[src/design/dmvm_pkg.sv]
`timescale 1ns / 1ps
// Shared types and constants for the dense matrix-vector multiply block.
// Depends on nothing; every other design file refers to it by scoped names.
package dmvm_pkg;

  localparam int unsigned MAX_COLS    = 256;
  localparam int unsigned MAX_ROWS    = 4096;
  localparam int unsigned VALUE_W     = 32;
  localparam int unsigned SUM_W       = 64;
  localparam int unsigned VIDX_W      = 8;
  localparam int unsigned ROW_W       = 12;
  localparam int unsigned ROWCFG_W    = 13;
  localparam int unsigned COLCFG_W    = 9;
  localparam int unsigned CFG_DATA_W  = 13;
  localparam int unsigned CFG_IDX_W   = 1;
  localparam int unsigned FIFO_DEPTH  = 4;
  localparam int unsigned FIFO_PTR_W  = 2;
  localparam int unsigned FIFO_CNT_W  = 3;

  typedef enum logic [CFG_IDX_W-1:0] {
    CFG_ROW_COUNT = 1'b0,
    CFG_COL_COUNT = 1'b1
  } cfg_reg_t;

  typedef enum logic {
    OP_VEC_WRITE  = 1'b0,
    OP_MAT_STREAM = 1'b1
  } op_t;

  typedef struct packed {
    logic [ROW_W-1:0]        row_index;
    logic signed [SUM_W-1:0] row_sum;
    logic                    saturated;
    logic                    last_row;
  } result_t;

endpackage

[src/design/dmvm_result_fifo.sv]
`timescale 1ns / 1ps
// Small result queue between the accumulator and the output channel.
// Depends on dmvm_pkg for the result type and depth constants.
module dmvm_result_fifo (
  input  logic                                clk,
  input  logic                                rst_n,
  input  logic                                push,
  input  dmvm_pkg::result_t                   push_data,
  input  logic                                pop,
  output logic                                not_empty,
  output dmvm_pkg::result_t                   head,
  output logic [dmvm_pkg::FIFO_CNT_W-1:0]     count
);

  dmvm_pkg::result_t                  entry_r [dmvm_pkg::FIFO_DEPTH];
  logic [dmvm_pkg::FIFO_PTR_W-1:0]    wr_ptr_r, wr_ptr_nxt;
  logic [dmvm_pkg::FIFO_PTR_W-1:0]    rd_ptr_r, rd_ptr_nxt;
  logic [dmvm_pkg::FIFO_CNT_W-1:0]    count_r, count_nxt;

  always_comb begin
    wr_ptr_nxt = push ? wr_ptr_r + 1'b1 : wr_ptr_r;
    rd_ptr_nxt = pop  ? rd_ptr_r + 1'b1 : rd_ptr_r;
    count_nxt  = count_r + {{(dmvm_pkg::FIFO_CNT_W-1){1'b0}}, push}
                         - {{(dmvm_pkg::FIFO_CNT_W-1){1'b0}}, pop};
  end

  always_ff @(posedge clk) begin
    if (!rst_n) begin
      wr_ptr_r <= '0;
      rd_ptr_r <= '0;
      count_r  <= '0;
    end else begin
      wr_ptr_r <= wr_ptr_nxt;
      rd_ptr_r <= rd_ptr_nxt;
      count_r  <= count_nxt;
    end
  end

  always_ff @(posedge clk) begin
    if (push) begin
      entry_r[wr_ptr_r] <= push_data;
    end
  end

  assign not_empty = (count_r != '0);
  assign head      = entry_r[rd_ptr_r];
  assign count     = count_r;

endmodule

[config.mk]
export PLATFORM = sky130hd
export DESIGN_NAME = dmvm_result_fifo
export DESIGN_NICKNAME = d
export VERILOG_FILES = /design/src/design/dmvm_pkg.sv /design/src/design/dmvm_result_fifo.sv
export SDC_FILE = /design/constraint.sdc
export NUM_CORES = 1
export LEC_CHECK = 0
export BUFFER_PORTS_ARGS = -buffer_cell sky130_fd_sc_hd__clkbuf_2
export CAP_MARGIN = 30
export CORE_UTILIZATION = 51
export CTS_BUF_LIST = sky130_fd_sc_hd__clkbuf_8 sky130_fd_sc_hd__clkbuf_16
export DETAILED_ROUTE_END_ITERATION = 10
export GPL_TIMING_DRIVEN = 0
export PLACE_DENSITY = 0.75
export SLEW_MARGIN = 40
export SYNTH_ARGS = -nofsm -noshare
export SYNTH_HDL_FRONTEND = slang
export SYNTH_SLANG_ARGS = --single-unit
[constraint.sdc]
create_clock -name clk -period 3.1 [get_ports clk]
set_clock_uncertainty 0.2 [all_clocks]
set_input_delay 0.155 -clock clk [delete_from_list [all_inputs] [get_ports clk]]
set_output_delay 0.155 -clock clk [all_outputs]
set_load 0.02 [all_outputs]
==> summary.txt <==
Psw: 2150 uW
Post-Route WL: 21,300 um
Worst skew pair latency: 0.54 ns
Worst Hold Launch: push_data[32]
Rows: 55
RSZ-0062 raised after global routing: false
Antenna viol nets, final: 0
DR vias/cell: 5.35
VDD IR max: 0.000575 V
CORE AREA: 22,600 sq um
Fin nets: 824
Power per cell area: 646 nW/um^2
Outcome: finished, final reports clean
Critical path arrival: 2.24 ns
H-tree depth: 1
Mapped Cells: 450
R2r startpoint: count[0]
Worst-path fanout max: 10
Global-route wire length before repair: 33,000 um
Internal Pwr Total: 7390 uW
Sequential share of power: 52.8%
Most common cell after layout, fill and taps aside: edfxtp_1
Syn Nets: 539
Switch share: 22.6%
Wire length on met2: 11,000 um
Mean Syn Cell Area: 26.0 sq um
Clock buffer count from CTS: 31
Share of cells above drive strength 1: 40.1%
WL met3: 1340 um
Mapped Area: 11,700 sq um
Final Hold Viols: 0
Pin count of the biggest net entering global routing: 38
Clk slew on worst S/H paths: 0.06 ns
Crit path capture type: primary output
ANT cells: 0
WP data required: 2.74 ns
TNS Setup: 0 ns
CP Class: flip-flop to primary output
DRC viols: 0
Layout Area Growth over Synthesis: 26.1%
Most frequent cells in the layout: edfxtp_1, clkbuf_2, dlygate4sd3_1
CTS tree: yes
Vias in the first global route: 6,065
Final hold slack: 0.165 ns
Static Leak: 0.00515 uW
Final Slew Violations: 0
Synth cell types: 20
Period Utilization, post-route: 83.6%
Synthesized flop and latch total: 321
Post-DP HPWL: 12,900 um
WL/cell: 20.5 um
Drt first pass iters: 4
Hold WC Path Type: primary input to flip-flop
Clock power share: 34.8%
Worst slew pin tran: 0.693 ns
Buffer depth of the longest clock path: 3
Fin crit period: 2.59 ns
Die height: 154 um
Startpoint types: flip-flop
Die Wd: 154 um
M1 WL: 8710 um
Fill cells: 1,491
Register Area: 9550 sq um
Area of the multi-input gates: 2000 sq um
Initial antenna violation count: 0
Combinational power share: 12.4%
Initial Utilization: 51.9%
PortBufs: 163
GPL Wtd Cong: 0.720
Die area: 23,600 sq um
Io pins: 164
Sequential area share after synthesis: 81.5%
GRT Util Overall: 18.5%
Total grt overflow: 0
Max Clock Freq: 0.386 GHz
CTS Sinks: 321
Ys Warns: 0
Slew headroom: 53.8%
Clk root buf: clkbuf_16
Vias: 5,571
Max-Cap Viols: 0
Final setup vio count: 0
Max Used Layer: met4
Initial drt markers: 318
==> area by class of cell <==
class / count / share of cell area, %
Clock inverter: 23 / 0.847
Multi-Input combinational cell: 104 / 13.5
Sequential cell: 321 / 64.7
Clock buffer: 31 / 5.25
Timing Repair Buffer: 252 / 12.1
Buffer: 18 / 1.00
Inverter: 7 / 0.178
Tap cell: 285 / 2.42
==> through the flow <==
stage	instance area [sq um]	worst slack [ns]	std cells	power (uW)	util (%)
finish	14800	0.510	1041	9540	65.4
global route	14800	0.361	1041	9880	65.4
global placement	12900	-1.18	898	6190	57.1
CTS	14800	0.459	1041	9640	65.4
floorplan	11700	0.0942	450	5830	-
detailed placement	13100	1.05	906	6240	57.8
==> worst paths after layout <==
check	to	slack (ns)	depth (start not counted)
worst max-delay path	head[68]	0.51	5
worst min-delay path	entry_r[1][32]	0.17	2
worst max register to register	count[2]	1.20	7
worst min register to register	rd_ptr_r[1]	0.34	2
==> synthesized netlist by cell type, drive strengths merged <==
cell	count	area, sq um
a21bo	1	10.0
a21oi	1	5.00
and2	6	37.5
buf	13	129
clkbuf	5	18.8
dfxtp	9	180
edfxtp	312	9370
fa	1	20.0
ha	6	75.1
inv	7	26.3
mux2i	1	10.0
mux4	78	1760
nand3b	1	7.51
nor2	5	18.8
or3	1	6.26
xnor2	2	17.5
xor3	1	23.8
==> worst max-delay path, cell delays in order, from the launching register on <==
cell	delay [ns]
dfxtp_1	0.30
buf_2	0.21
buf_2	0.30
buf_2	0.33
mux4_2	0.37
clkbuf_2	0.18
==> kinds of logic after synthesis <==
logic type,after synthesis,synth area share (%)
adders and majority gates,7,0.812
DFF,321,81.5
buffers and inverters,25,1.49
and+or+nand+nor,13,0.598
muxes,79,15.1
AOI/OAI and AO/OA,2,0.128
xor gates and xnor gates,3,0.353
==> registers in the layout, summed over array words and instances (netlist names), named ones only <==
signal	count
wr_ptr_r	2
entry_r	312
rd_ptr_r	2
count	3
==> layer usage <==
layer  up-vias  track usage, %
met2       175            31.8
li1       2486               -
met1      2883            24.3
met5         -               0
met4         0            4.29
met3        27            4.14
==> power by group through the flow <==
| stage | Clock [uW] | Combinational, uW | Sequential [uW] |
|---|---|---|---|
| after floorplan | 0 | 690 | 5140 |
| after global placement | 0 | 1050 | 5140 |
| after detailed placement | 0 | 1110 | 5130 |
| after CTS | 3400 | 1200 | 5040 |
| after global routing | 3570 | 1260 | 5050 |
| final | 3320 | 1180 | 5040 |
==> repair_timing <==
item | in CTS | in global routing
buffers inserted | 0 | 0
endpoints found under the hold margin | 343 | 0
hold buffers | 81 | 0
endpoints found under the setup margin | 0 | 0
gates resized for setup | 0 | 0
(Power assumes the default switching activity.)
